`config.mk`:
```
export PLATFORM = sky130hd
export DESIGN_NAME = t_junction_signal_sequencer
export DESIGN_NICKNAME = d
export VERILOG_FILES = /design/src/sv/tjss_pkg.sv /design/src/sv/tjss_cfg.sv /design/src/sv/tjss_core.sv /design/src/sv/t_junction_signal_sequencer.sv
export SDC_FILE = /design/constraint.sdc
export NUM_CORES = 1
export LEC_CHECK = 0
export BUFFER_PORTS_ARGS = -buffer_cell sky130_fd_sc_hd__buf_2
export CAP_MARGIN = 10
export CELL_PAD_IN_SITES_DETAIL_PLACEMENT = 0
export CELL_PAD_IN_SITES_GLOBAL_PLACEMENT = 1
export CORE_ASPECT_RATIO = 0.6
export CORE_MARGIN = 2
export CORE_UTILIZATION = 53
export DETAILED_ROUTE_END_ITERATION = 7
export HOLD_SLACK_MARGIN = 0.02
export PLACE_DENSITY = 0.95
export SLEW_MARGIN = 0
export SYNTH_ARGS = -nofsm -noshare
export SYNTH_HDL_FRONTEND = slang
export SYNTH_SLANG_ARGS = --single-unit
```
`constraint.sdc`:
```
create_clock -name clk -period 26.8 [get_ports clk]
set_input_delay 1.34 -clock clk [delete_from_list [all_inputs] [get_ports clk]]
set_output_delay 1.34 -clock clk [all_outputs]
set_load 0.03 [all_outputs]
```
`src/sv/tjss_pkg.sv`:
```
package tjss_pkg;

    localparam int TICK_W  = 13;
    localparam int GREEN_W = 11;
    localparam int SUM_W   = 14;
    localparam int COUNT_W = 8;
    localparam int DATA_W  = 10;

    typedef enum logic [1:0] {
        LAMP_RED    = 2'd0,
        LAMP_GREEN  = 2'd1,
        LAMP_YELLOW = 2'd2
    } lamp_t;

    // lamp order: east through, west through, east left, south left
    typedef lamp_t [3:0] lamps_t;

    typedef enum logic [1:0] {
        PHASE_THROUGH    = 2'd0,
        PHASE_EAST_LEFT  = 2'd1,
        PHASE_SOUTH_LEFT = 2'd2
    } phase_t;

    typedef enum logic [2:0] {
        REG_GREEN_TIME      = 3'd0,
        REG_YELLOW_TIME     = 3'd1,
        REG_GREEN_REDUCTION = 3'd2,
        REG_GREEN_EXTENSION = 3'd3,
        REG_LIGHT_LEVEL     = 3'd4,
        REG_NORMAL_LEVEL    = 3'd5,
        REG_HEAVY_LEVEL     = 3'd6,
        REG_ADAPTIVE_MODE   = 3'd7
    } reg_idx_t;

    typedef struct packed {
        logic [9:0] green_time;
        logic [7:0] yellow_time;
        logic [7:0] green_reduction;
        logic [7:0] green_extension;
        logic [7:0] light_level;
        logic [7:0] normal_level;
        logic [7:0] heavy_level;
        logic       adaptive_mode;
    } cfg_t;

    typedef struct packed {
        logic               restart;
        logic [COUNT_W-1:0] east_through_count;
        logic [COUNT_W-1:0] west_through_count;
        logic [COUNT_W-1:0] east_left_count;
        logic [COUNT_W-1:0] south_left_count;
    } tick_item_t;

    localparam logic [9:0] RST_GREEN_TIME      = 10'd30;
    localparam logic [7:0] RST_YELLOW_TIME     = 8'd3;
    localparam logic [7:0] RST_GREEN_REDUCTION = 8'd10;
    localparam logic [7:0] RST_GREEN_EXTENSION = 8'd10;
    localparam logic [7:0] RST_LIGHT_LEVEL     = 8'd5;
    localparam logic [7:0] RST_NORMAL_LEVEL    = 8'd10;
    localparam logic [7:0] RST_HEAVY_LEVEL     = 8'd20;

    function automatic lamps_t show_phase(phase_t phase, lamp_t color);
        lamps_t l;
        l = '{4{LAMP_RED}};
        case (phase)
            PHASE_THROUGH:
            begin
                l[0] = color;
                l[1] = color;
            end
            PHASE_EAST_LEFT:  l[2] = color;
            default:          l[3] = color;
        endcase
        return l;
    endfunction

    // counts above the normal level, heavy or not, land in the heavy band
    function automatic logic [GREEN_W-1:0] green_for(cfg_t cfg, logic [COUNT_W-1:0] count);
        logic [GREEN_W-1:0] g;
        if (count == '0)
            g = '0;
        else if (count <= cfg.light_level)
            g = (cfg.green_time > {2'b00, cfg.green_reduction}) ?
                ({1'b0, cfg.green_time} - {3'b000, cfg.green_reduction}) : '0;
        else if (count <= cfg.normal_level)
            g = {1'b0, cfg.green_time};
        else
            g = {1'b0, cfg.green_time} + {3'b000, cfg.green_extension};
        return g;
    endfunction

endpackage

```
`src/sv/tjss_cfg.sv`:
```
module tjss_cfg
(
    input  logic                        clk,
    input  logic                        rst_n,
    input  logic                        cfg_valid,
    input  logic [2:0]                  cfg_index,
    input  logic [tjss_pkg::DATA_W-1:0] cfg_data,
    output tjss_pkg::cfg_t              cfg
);

    tjss_pkg::cfg_t cfg_reg;
    tjss_pkg::cfg_t cfg_next;

    always_comb
    begin
        cfg_next = cfg_reg;
        if (cfg_valid)
        begin
            case (tjss_pkg::reg_idx_t'(cfg_index))
                tjss_pkg::REG_GREEN_TIME:      cfg_next.green_time      = cfg_data;
                tjss_pkg::REG_YELLOW_TIME:     cfg_next.yellow_time     = cfg_data[7:0];
                tjss_pkg::REG_GREEN_REDUCTION: cfg_next.green_reduction = cfg_data[7:0];
                tjss_pkg::REG_GREEN_EXTENSION: cfg_next.green_extension = cfg_data[7:0];
                tjss_pkg::REG_LIGHT_LEVEL:     cfg_next.light_level     = cfg_data[7:0];
                tjss_pkg::REG_NORMAL_LEVEL:    cfg_next.normal_level    = cfg_data[7:0];
                tjss_pkg::REG_HEAVY_LEVEL:     cfg_next.heavy_level     = cfg_data[7:0];
                tjss_pkg::REG_ADAPTIVE_MODE:   cfg_next.adaptive_mode   = cfg_data[0];
                default:                       cfg_next = cfg_reg;
            endcase
        end
    end

    always_ff @(posedge clk or negedge rst_n)
    begin
        if (!rst_n)
        begin
            cfg_reg.green_time      <= tjss_pkg::RST_GREEN_TIME;
            cfg_reg.yellow_time     <= tjss_pkg::RST_YELLOW_TIME;
            cfg_reg.green_reduction <= tjss_pkg::RST_GREEN_REDUCTION;
            cfg_reg.green_extension <= tjss_pkg::RST_GREEN_EXTENSION;
            cfg_reg.light_level     <= tjss_pkg::RST_LIGHT_LEVEL;
            cfg_reg.normal_level    <= tjss_pkg::RST_NORMAL_LEVEL;
            cfg_reg.heavy_level     <= tjss_pkg::RST_HEAVY_LEVEL;
            cfg_reg.adaptive_mode   <= 1'b0;
        end
        else
        begin
            cfg_reg <= cfg_next;
        end
    end

    assign cfg = cfg_reg;

endmodule

```
`src/sv/tjss_core.sv`:
```
module tjss_core
(
    input  logic                   clk,
    input  logic                   rst_n,
    input  tjss_pkg::cfg_t         cfg,
    input  logic                   step,
    input  tjss_pkg::tick_item_t   item,
    output tjss_pkg::lamps_t       lamps
);

    localparam int TW = tjss_pkg::TICK_W;
    localparam int GW = tjss_pkg::GREEN_W;
    localparam int SW = tjss_pkg::SUM_W;

    logic [TW-1:0]          tick_reg;
    logic [TW-1:0]          tick_next;
    logic [2:0][GW-1:0]     green_reg;
    logic [2:0][GW-1:0]     green_next;
    tjss_pkg::lamps_t       lamps_reg;
    tjss_pkg::lamps_t       lamps_next;

    logic [TW-1:0]          t;
    logic                   first;
    logic                   advance;
    logic [tjss_pkg::COUNT_W-1:0] through_max;
    logic [2:0][GW-1:0]     green_new;
    logic [GW-1:0]          g0;
    logic [GW-1:0]          g1;
    logic [GW-1:0]          g2;
    logic [SW-1:0]          y;
    logic [SW-1:0]          tt;
    logic [SW-1:0]          end_g0;
    logic [SW-1:0]          end_y0;
    logic [SW-1:0]          end_g1;
    logic [SW-1:0]          end_y1;
    logic [SW-1:0]          end_g2;
    logic [SW-1:0]          end_y2;
    tjss_pkg::lamps_t       lamps_calc;
    logic [TW-1:0]          tick_calc;

    always_comb
    begin
        t       = tick_reg + TW'(1);
        first   = (t == TW'(1));
        advance = !(item.restart && !cfg.adaptive_mode);

        through_max = (item.east_through_count > item.west_through_count) ?
                      item.east_through_count : item.west_through_count;
        if (cfg.adaptive_mode)
        begin
            green_new[0] = tjss_pkg::green_for(cfg, through_max);
            green_new[1] = tjss_pkg::green_for(cfg, item.east_left_count);
            green_new[2] = tjss_pkg::green_for(cfg, item.south_left_count);
        end
        else
        begin
            green_new[0] = GW'(cfg.green_time);
            green_new[1] = GW'(cfg.green_time);
            green_new[2] = GW'(cfg.green_time);
        end

        g0 = first ? green_new[0] : green_reg[0];
        g1 = first ? green_new[1] : green_reg[1];
        g2 = first ? green_new[2] : green_reg[2];

        // phase boundaries within one signal sequence
        y      = SW'(cfg.yellow_time);
        tt     = SW'(t);
        end_g0 = SW'(g0);
        end_y0 = end_g0 + y;
        end_g1 = end_y0 + SW'(g1);
        end_y1 = end_g1 + y;
        end_g2 = end_y1 + SW'(g2);
        end_y2 = end_g2 + y;

        lamps_calc = lamps_reg;
        if (first)
            lamps_calc = tjss_pkg::show_phase(tjss_pkg::PHASE_THROUGH, tjss_pkg::LAMP_GREEN);
        if (tt == end_g0 || (g0 == '0 && first))
            lamps_calc = tjss_pkg::show_phase(tjss_pkg::PHASE_THROUGH, tjss_pkg::LAMP_YELLOW);
        if (tt == end_y0)
            lamps_calc = tjss_pkg::show_phase(tjss_pkg::PHASE_EAST_LEFT, tjss_pkg::LAMP_GREEN);
        if (tt == end_g1)
            lamps_calc = tjss_pkg::show_phase(tjss_pkg::PHASE_EAST_LEFT, tjss_pkg::LAMP_YELLOW);
        if (tt == end_y1)
            lamps_calc = tjss_pkg::show_phase(tjss_pkg::PHASE_SOUTH_LEFT, tjss_pkg::LAMP_GREEN);
        if (tt == end_g2)
            lamps_calc = tjss_pkg::show_phase(tjss_pkg::PHASE_SOUTH_LEFT, tjss_pkg::LAMP_YELLOW);
        tick_calc = (tt >= end_y2) ? '0 : t;

        tick_next  = tick_reg;
        green_next = green_reg;
        lamps_next = lamps_reg;
        if (step)
        begin
            if (advance)
            begin
                tick_next  = tick_calc;
                lamps_next = lamps_calc;
                if (first)
                    green_next = green_new;
            end
            if (item.restart)
                tick_next = '0;
        end
    end

    always_ff @(posedge clk or negedge rst_n)
    begin
        if (!rst_n)
        begin
            tick_reg  <= '0;
            green_reg <= {3{GW'(tjss_pkg::RST_GREEN_TIME)}};
            lamps_reg <= '{4{tjss_pkg::LAMP_RED}};
        end
        else
        begin
            tick_reg  <= tick_next;
            green_reg <= green_next;
            lamps_reg <= lamps_next;
        end
    end

    assign lamps = lamps_reg;

endmodule

```
`src/sv/t_junction_signal_sequencer.sv`:
```
// channel   direction  handshake               payload
// in        input      in_valid / in_stall     restart, four queue counts
// out       output     out_valid / out_stall   four lamp colors
// cfg       input      cfg_valid / cfg_ready   cfg_index, cfg_data
//
// one tick item per cycle unless out stalls; each item passes both stages to the output once it is taken
// stage one is the input register, stage two the lamp state, which is also the result register
// the tick counter and lamp state feed back only into themselves, so items go back to back
// rst_n clears all config to its default, the counter to zero and every lamp to red
// a stalled output holds the lamps; input stalls only when both stages are full and out is stalled
module t_junction_signal_sequencer
(
    input  logic                        clk,
    input  logic                        rst_n,
    input  logic                        in_valid,
    output logic                        in_stall,
    input  logic                        restart,
    input  logic [7:0]                  east_through_count,
    input  logic [7:0]                  west_through_count,
    input  logic [7:0]                  east_left_count,
    input  logic [7:0]                  south_left_count,
    output logic                        out_valid,
    input  logic                        out_stall,
    output logic [1:0]                  east_through_lamp,
    output logic [1:0]                  west_through_lamp,
    output logic [1:0]                  east_left_lamp,
    output logic [1:0]                  south_left_lamp,
    input  logic                        cfg_valid,
    output logic                        cfg_ready,
    input  logic [2:0]                  cfg_index,
    input  logic [tjss_pkg::DATA_W-1:0] cfg_data
);

    tjss_pkg::cfg_t       cfg;
    tjss_pkg::tick_item_t item_reg;
    tjss_pkg::lamps_t     lamps;
    logic                 s1_valid_reg;
    logic                 s1_valid_next;
    logic                 out_valid_reg;
    logic                 out_valid_next;
    logic                 out_free;
    logic                 step;

    assign cfg_ready = 1'b1;

    tjss_cfg u_cfg
    (
        .clk       (clk),
        .rst_n     (rst_n),
        .cfg_valid (cfg_valid),
        .cfg_index (cfg_index),
        .cfg_data  (cfg_data),
        .cfg       (cfg)
    );

    assign out_free = !out_valid_reg || !out_stall;
    assign step     = s1_valid_reg && out_free;
    assign in_stall = s1_valid_reg && !out_free;

    always_comb
    begin
        s1_valid_next  = in_stall ? s1_valid_reg : in_valid;
        out_valid_next = out_free ? s1_valid_reg : out_valid_reg;
    end

    always_ff @(posedge clk or negedge rst_n)
    begin
        if (!rst_n)
        begin
            s1_valid_reg  <= 1'b0;
            out_valid_reg <= 1'b0;
        end
        else
        begin
            s1_valid_reg  <= s1_valid_next;
            out_valid_reg <= out_valid_next;
        end
    end

    always_ff @(posedge clk)
    begin
        if (in_valid && !in_stall)
        begin
            item_reg.restart            <= restart;
            item_reg.east_through_count <= east_through_count;
            item_reg.west_through_count <= west_through_count;
            item_reg.east_left_count    <= east_left_count;
            item_reg.south_left_count   <= south_left_count;
        end
    end

    tjss_core u_core
    (
        .clk   (clk),
        .rst_n (rst_n),
        .cfg   (cfg),
        .step  (step),
        .item  (item_reg),
        .lamps (lamps)
    );

    assign out_valid         = out_valid_reg;
    assign east_through_lamp = lamps[0];
    assign west_through_lamp = lamps[1];
    assign east_left_lamp    = lamps[2];
    assign south_left_lamp   = lamps[3];

endmodule

```
== Word-level counts from Yosys, hierarchy flattened ==
Index checks and enable logic that the tools add are counted.
W data, S select, Z words.

* Add/subtract/negate cells: 8
* $lt $le $gt $ge: 9
* Eq/ne operators: 13
* Mux-type cells: 24
* Bitwise gates (word level): 1
* Reductions and logical operators: 28

{| class="wikitable"
|+ Operator list
! cell !! count
|-
| $mux W11 || 13
|-
| $eq A13 B14 Y1 || 4
|-
| $mux W8 || 7
|-
| $le A8 B8 Y1 || 6
|-
| $mux W13 || 3
|-
| $mux W33 || 1
|-
| $add A14 B11 Y14 || 2
|-
| $add A14 B8 Y14 || 2
|-
| $logic_not A8 Y1 || 3
|-
| $reduce_and A2 Y1 || 8
|-
| $ge A13 B14 Y1 || 1
|-
| $add A13 B1 Y13 const B || 1
|-
| $eq A13 B1 Y1 const B || 1
|-
| $eq A13 B11 Y1 || 1
|-
| $add A11 B8 Y12 || 1
|-
| $add A10 B8 Y11 || 1
|-
| $logic_not A11 Y1 || 1
|-
| $sub A10 B8 Y11 || 1
|-
| $gt A10 B8 Y1 || 1
|-
| $eq A3 B3 Y1 const B || 3
|-
| $gt A8 B8 Y1 || 1
|-
| $eq A3 B2 Y1 const B || 2
|-
| $reduce_and A3 Y1 || 2
|-
| $reduce_bool A6 Y1 || 1
|-
| 7 further kinds || 16
|}

* Register bits after elaboration: 140
* Input bits: 51
* Output and inout port bits: 11
* Word-level logic and storage cells: 105

== Longest topological paths before layout ==
* Depth in word-level cells: 17
* Mapped depth: 53

== Modules after synthesis ==
From an unflattened synthesis, not the netlist that was laid out.

* Cells, all modules: 1455
* Area total of the unflattened synthesis: 13404.1 um2

{| class="wikitable"
|+ By module, submodules not included
! module !! times used !! cells an instance !! area each (um2) !! sequential area each (um2)
|-
| tjss_core || 1 || 1278 || 9795.6 || 1316.3
|-
| tjss_cfg || 1 || 134 || 2513.7 || 1496.4
|-
| t_junction_signal_sequencer || 1 || 43 || 1094.8 || 1041.0
|}

== Least setup slack after synthesis ==
OpenSTA, ideal clock, no wires.

* Kind: flip-flop to flip-flop
* From: reg item_reg[29] (netlist bit)
* To: reg u_core.tick_reg[2]
* Setup time: 0.083 ns
* Arrival time: 9.538 ns
* Required time: 26.717 ns
* Setup slack: 17.178 ns
* Cell stages (with the launch flop): 50
* Clock period less this slack: 9.622 ns
* Cell sequence: edfxtp_1 > ha_1 > a211oi_1 > nor2_1 > o31a_1 > nand2_1 > mux2_2 > ha_1 > a211o_1 > o211ai_1 > nand4_1 > and2_1 > clkbuf_1 > a21oi_1 > a22oi_1 > mux2i_1 > inv_1 > ha_1 > [14 not listed] > xnor2_1 > ha_1 > or4_1 > a21oi_1 > nor3_1 > or3_1 > a21oi_1 > nor2_1 > a221oi_1 > o211ai_1 > o21a_1 > xor2_1 > ha_1 > a21o_1 > a31oi_1 > a311o_1 > nand2_1 > o22ai_1

* Cells in the longest elaborated chain, start to end: 17

{| class="wikitable"
|+ RTL lines
! item !! RTL line !! RTL
|-
| start: declaration || t_junction_signal_sequencer.sv:35 || <nowiki>tjss_pkg::tick_item_t item_reg;</nowiki>
|-
| $gt A8 B8 Y1 || tjss_core.sv:47 || <nowiki>through_max = (item.east_through_count > item.west_through_count) ?</nowiki>
|-
| $mux W8 * || tjss_core.sv:47 ||
|-
| $le A8 B8 Y1 || tjss_pkg.sv:85 || <nowiki>else if (count <= cfg.normal_level)</nowiki>
|-
| $mux W11 || tjss_pkg.sv:85 ||
|-
| $mux W11 || tjss_pkg.sv:82 || <nowiki>else if (count <= cfg.light_level)</nowiki>
|-
| $mux W11 * || tjss_pkg.sv:80 || <nowiki>if (count == '0)</nowiki>
|-
| $mux W33 * || tjss_core.sv:49 || <nowiki>if (cfg.adaptive_mode)</nowiki>
|-
| $mux W11 * || tjss_core.sv:62 || <nowiki>g0 = first ? green_new[0] : green_reg[0];</nowiki>
|-
| $add A11 B8 Y12 * || tjss_core.sv:70 || <nowiki>end_y0 = end_g0 + y;</nowiki>
|-
| $add A14 B11 Y14 * || tjss_core.sv:71 || <nowiki>end_g1 = end_y0 + SW'(g1);</nowiki>
|-
| $add A14 B8 Y14 * || tjss_core.sv:72 || <nowiki>end_y1 = end_g1 + y;</nowiki>
|-
| $add A14 B11 Y14 * || tjss_core.sv:73 || <nowiki>end_g2 = end_y1 + SW'(g2);</nowiki>
|-
| $add A14 B8 Y14 * || tjss_core.sv:74 || <nowiki>end_y2 = end_g2 + y;</nowiki>
|-
| $ge A13 B14 Y1 * || tjss_core.sv:89 || <nowiki>tick_calc = (tt >= end_y2) ? '0 : t;</nowiki>
|-
| $mux W13 * || tjss_core.sv:89 ||
|-
| $mux W13 * || tjss_core.sv:96 || <nowiki>if (advance)</nowiki>
|-
| $mux W13 * || tjss_core.sv:103 || <nowiki>if (item.restart)</nowiki>
|-
| end signal: assignment || tjss_core.sv:118 || <nowiki>tick_reg <= tick_next;</nowiki>
|-
| end: declaration || tjss_core.sv:15 || <nowiki>logic [TW-1:0] tick_reg;</nowiki>
|}

Every way passes the cells marked *; elsewhere a longest branch is shown, timed or not. The select of a mux whose other input is x is not followed.
A chain may end at the register's enable or synchronous reset.

== Worst setup path after layout ==
Same ends and word-level chain as after synthesis.

==> Implementation_results.wiki <==
{| class="wikitable"
! Metric !! Value
|-
| Setup crit end kind || flop
|-
| Unrepaired setup endpoints after global routing || no
|-
| Async set-or-reset flop fraction in the synthesized netlist || 0.761
|-
| Most frequent cells in the layout || sky130_fd_sc_hd__nand2_1 (172), sky130_fd_sc_hd__ha_1 (134), sky130_fd_sc_hd__o21ai_0 (98), sky130_fd_sc_hd__xnor2_1 (90), sky130_fd_sc_hd__a21oi_1 (89)
|-
| Post-synthesis instance area || 12700 um2
|-
| Reg-to-Reg Start || item_reg[29]
|-
| Number of levels the H-tree was split into || 4
|-
| WP data required || 27.17 ns
|-
| Area of the placeable core || 23300 um2
|-
| CP Launch Type || flop
|-
| Number of inserted diodes || 0
|-
| Max transition margin || 0.394
|-
| Launch instance of the worst min-delay path || u_core.green_reg[21]
|-
| Number of register bits inferred by synthesis || 138
|-
| Flip-flop count of the largest register, all copies and words added || 51
|-
| Total I/O pin count || 62
|-
| Clock tree root driver cell || sky130_fd_sc_hd__clkbuf_16
|-
| Post-CTS Setup Inserts || 0
|-
| Transition at the pin with the smallest max-transition slack || 0.905 ns
|-
| Area delta synth->final || 9.58%
|-
| Hold WC Path Type || reg -> reg
|-
| Placed wire-length estimate after detailed placement || 31.8 mm
|-
| Effective utilization at floorplan || 0.545
|-
| Reported max-cap violation count || 0
|-
| Avg Cell Area, Syn || 8.77 um2
|-
| Gr usage total || 0.331
|-
| Drc violations || 0
|-
| Final Wtd Congestion || 1.00
|-
| Max Fanout on Critical Path || 9
|-
| Number of instances in the synthesized netlist || 1449
|-
| Worst-case setup slack after placement || 15.73 ns
|-
| Share of the cycle needed by the critical path after routing || 0.427
|-
| Area fraction of the dominant cell type after synthesis || 0.156
|-
| Clock slew seen by the registers of the worst setup and hold paths || 0.07 ns
|-
| Status || completed
|-
| Resized cells post-CTS || 0
|-
| Skew-Pair Late Insertion Delay || 0.46 ns
|-
| Leading cell type in the layout, fill and taps excluded || sky130_fd_sc_hd__nand2_1
|-
| CTS tree || built
|-
| Netlist cell types || 93
|-
| Final wirelength || 40.1 mm
|-
| Seq/Total Area, Yosys || 0.287
|-
| Final clock skew || 0.0114 ns
|-
| Most common flop cell mapped by yosys || sky130_fd_sc_hd__dfrtp_1
|-
| Arrival time reported for the critical path endpoint || 11.81 ns
|-
| Final routed wire length divided by cell count || 21.9 um
|-
| Sum of overflow across all layers after global routing || 0
|-
| Crit-path most repeated cell || sky130_fd_sc_hd__ha_1
|-
| Total die area || 25300 um2
|-
| Slowest-stage cell, CP || sky130_fd_sc_hd__fa_1
|-
| Number of buffers inserted during clock tree synthesis || 17
|-
| PortBufs || 60
|-
| Maximum count of clock buffers along a single path || 2
|-
| Final #Nets || 1692
|-
| Syn Nets || 1641
|-
| Number of enable-type register cells in the synthesized netlist || 33
|-
| Final number of setup-violating endpoints || 0
|-
| Number of clock sinks || 138
|-
| Maximum number of pins on one net before global-route repair || 69
|-
| Maximum achievable frequency || 87.4 MHz
|-
| Timing startpoint of the critical path || item_reg[29]
|-
| Die Span X || 204 um
|-
| Vias || 11580
|-
| Fraction of layout cells with a size suffix above 1 || 0.147
|-
| Leading post-synthesis cells by cell area || sky130_fd_sc_hd__dfrtp_1 (16%), sky130_fd_sc_hd__ha_1 (13%), sky130_fd_sc_hd__edfxtp_1 (7.8%)
|-
| Router iterations before antenna repair || 5
|-
| Slew Viols, Final || 0
|-
| CTS Hold Bufs || 0
|-
| Largest area contributor in the synthesized netlist || sky130_fd_sc_hd__dfrtp_1
|-
| Height of the die || 124 um
|-
| First-pass GRT wire length || 62.5 mm
|-
| Kind of critical path || reg -> reg
|-
| Post-route worst setup slack || 15.36 ns
|-
| Number of warnings printed during yosys synthesis || 0
|-
| Sum of negative setup slack || 0 ns
|-
| CP max stage delay || 0.55 ns
|-
| Shortest clock period the worst path allows after layout || 11.44 ns
|-
| Num rows || 43
|-
| Via count of the first global-routing pass || 10831
|-
| Iteration-0 DRC Markers || 1572
|-
| Via-to-Cell Ratio || 6.33
|-
| Number of antenna violations at the first check in global routing || 0
|-
| Number of hold-slack violations in the final timing report || 0
|-
| Number of routed nets with antenna violations || 0
|}
==> routing by layer <==
layer | part of all wire | wire length, um | track usage
met3 | 0.14 | 5740 | 0.138
met1 | 0.49 | 19500 | 0.505
met2 | 0.35 | 14200 | 0.413
met5 | 0.0023 | 92 | 0.0278
met4 | 0.015 | 591 | 0.0817
==> through the flow <==
step	hold WS, ns	cells	utilization	instance area [um2]
final	0.480	1828	0.598	13900
after global routing	0.506	1828	0.598	13900
after CTS	0.484	1828	0.598	13900
after detailed placement	0.465	1796	0.573	13400
after global placement	0.459	1796	0.573	13400
after floorplan	0.439	1449	-	12700
==> final timing paths <==
check | end | slack, ns | cells after the start
worst max-delay path | u_core.tick_reg[2] | 15.36 | 44
worst min-delay path | u_core.green_reg[21] | 0.48 | 2
worst max register to register | u_core.tick_reg[2] | 15.36 | 44
worst min register to register | u_core.green_reg[21] | 0.48 | 2
max in group asynchronous | u_core.green_reg[22] | 24.67 | 2
min in group asynchronous | u_core.green_reg[31] | 0.86 | 1
==> cells by family (layout without fill, tap and decap cells) <==
group | count (synthesis) | count (layout) | share of synthesized area
AO/OA/AOI/OAI | 403 | 403 | 0.206
XOR/XNOR | 118 | 118 | 0.0830
adder cells (fa/ha/maj) | 141 | 141 | 0.143
buffers and inverters | 126 | 190 | 0.0389
flip-flops | 138 | 138 | 0.287
multiplexers | 86 | 86 | 0.0739
other | 1 | 1 | 0.000295
AND/OR/NAND/NOR | 436 | 436 | 0.168
==> layout make-up <==
type	count	area, um2
inverters	81	304
flip-flops and latches	138	3650
clock inverters	9	87.6
fillers	2063	9370
multi-input cells	1185	8580
well taps	315	394
repair buffers	77	430
clock buffers	23	479
==> cell usage after synthesis, types with 12 or more instances <==
cell / number
sky130_fd_sc_hd__mux2_2: 63
sky130_fd_sc_hd__o21a_1: 15
sky130_fd_sc_hd__dfrtp_1: 79
sky130_fd_sc_hd__nand2b_1: 16
sky130_fd_sc_hd__nor2b_1: 12
sky130_fd_sc_hd__o21ai_1: 16
sky130_fd_sc_hd__nand3_1: 26
sky130_fd_sc_hd__a31oi_1: 29
sky130_fd_sc_hd__nor3_1: 23
sky130_fd_sc_hd__and3_1: 12
sky130_fd_sc_hd__a211oi_1: 12
sky130_fd_sc_hd__a21o_1: 32
sky130_fd_sc_hd__nor2_1: 80
sky130_fd_sc_hd__ha_1: 134
sky130_fd_sc_hd__nand2_1: 172
sky130_fd_sc_hd__xor2_1: 26
sky130_fd_sc_hd__dfstp_2: 26
sky130_fd_sc_hd__mux2i_1: 23
sky130_fd_sc_hd__edfxtp_1: 33
sky130_fd_sc_hd__xnor2_1: 90
sky130_fd_sc_hd__nand4_1: 17
sky130_fd_sc_hd__a21oi_1: 89
sky130_fd_sc_hd__o211ai_1: 12
sky130_fd_sc_hd__clkbuf_1: 34
sky130_fd_sc_hd__o21bai_1: 14
sky130_fd_sc_hd__inv_1: 78
sky130_fd_sc_hd__o21ai_0: 100
sky130_fd_sc_hd__and2_1: 12
sky130_fd_sc_hd__nor4_1: 21
==> worst max-delay path, delay by kind of cell, from the launching register on <==
| kind | cells | cell delay (ns) |
|---|---|---|
| AO/OA/AOI/OAI | 20 | 4.49 |
| AND/OR/NAND/NOR | 10 | 2.35 |
| adder cells (fa/ha/maj) | 8 | 2.73 |
| flip-flops | 1 | 0.41 |
| XOR/XNOR | 3 | 0.54 |
| multiplexers | 2 | 0.74 |
| buffers and inverters | 1 | 0.11 |
Power is left out: the tool's default activity adds up to more than one toggle a clock period on the data nets, which glitch-free logic cannot reach.
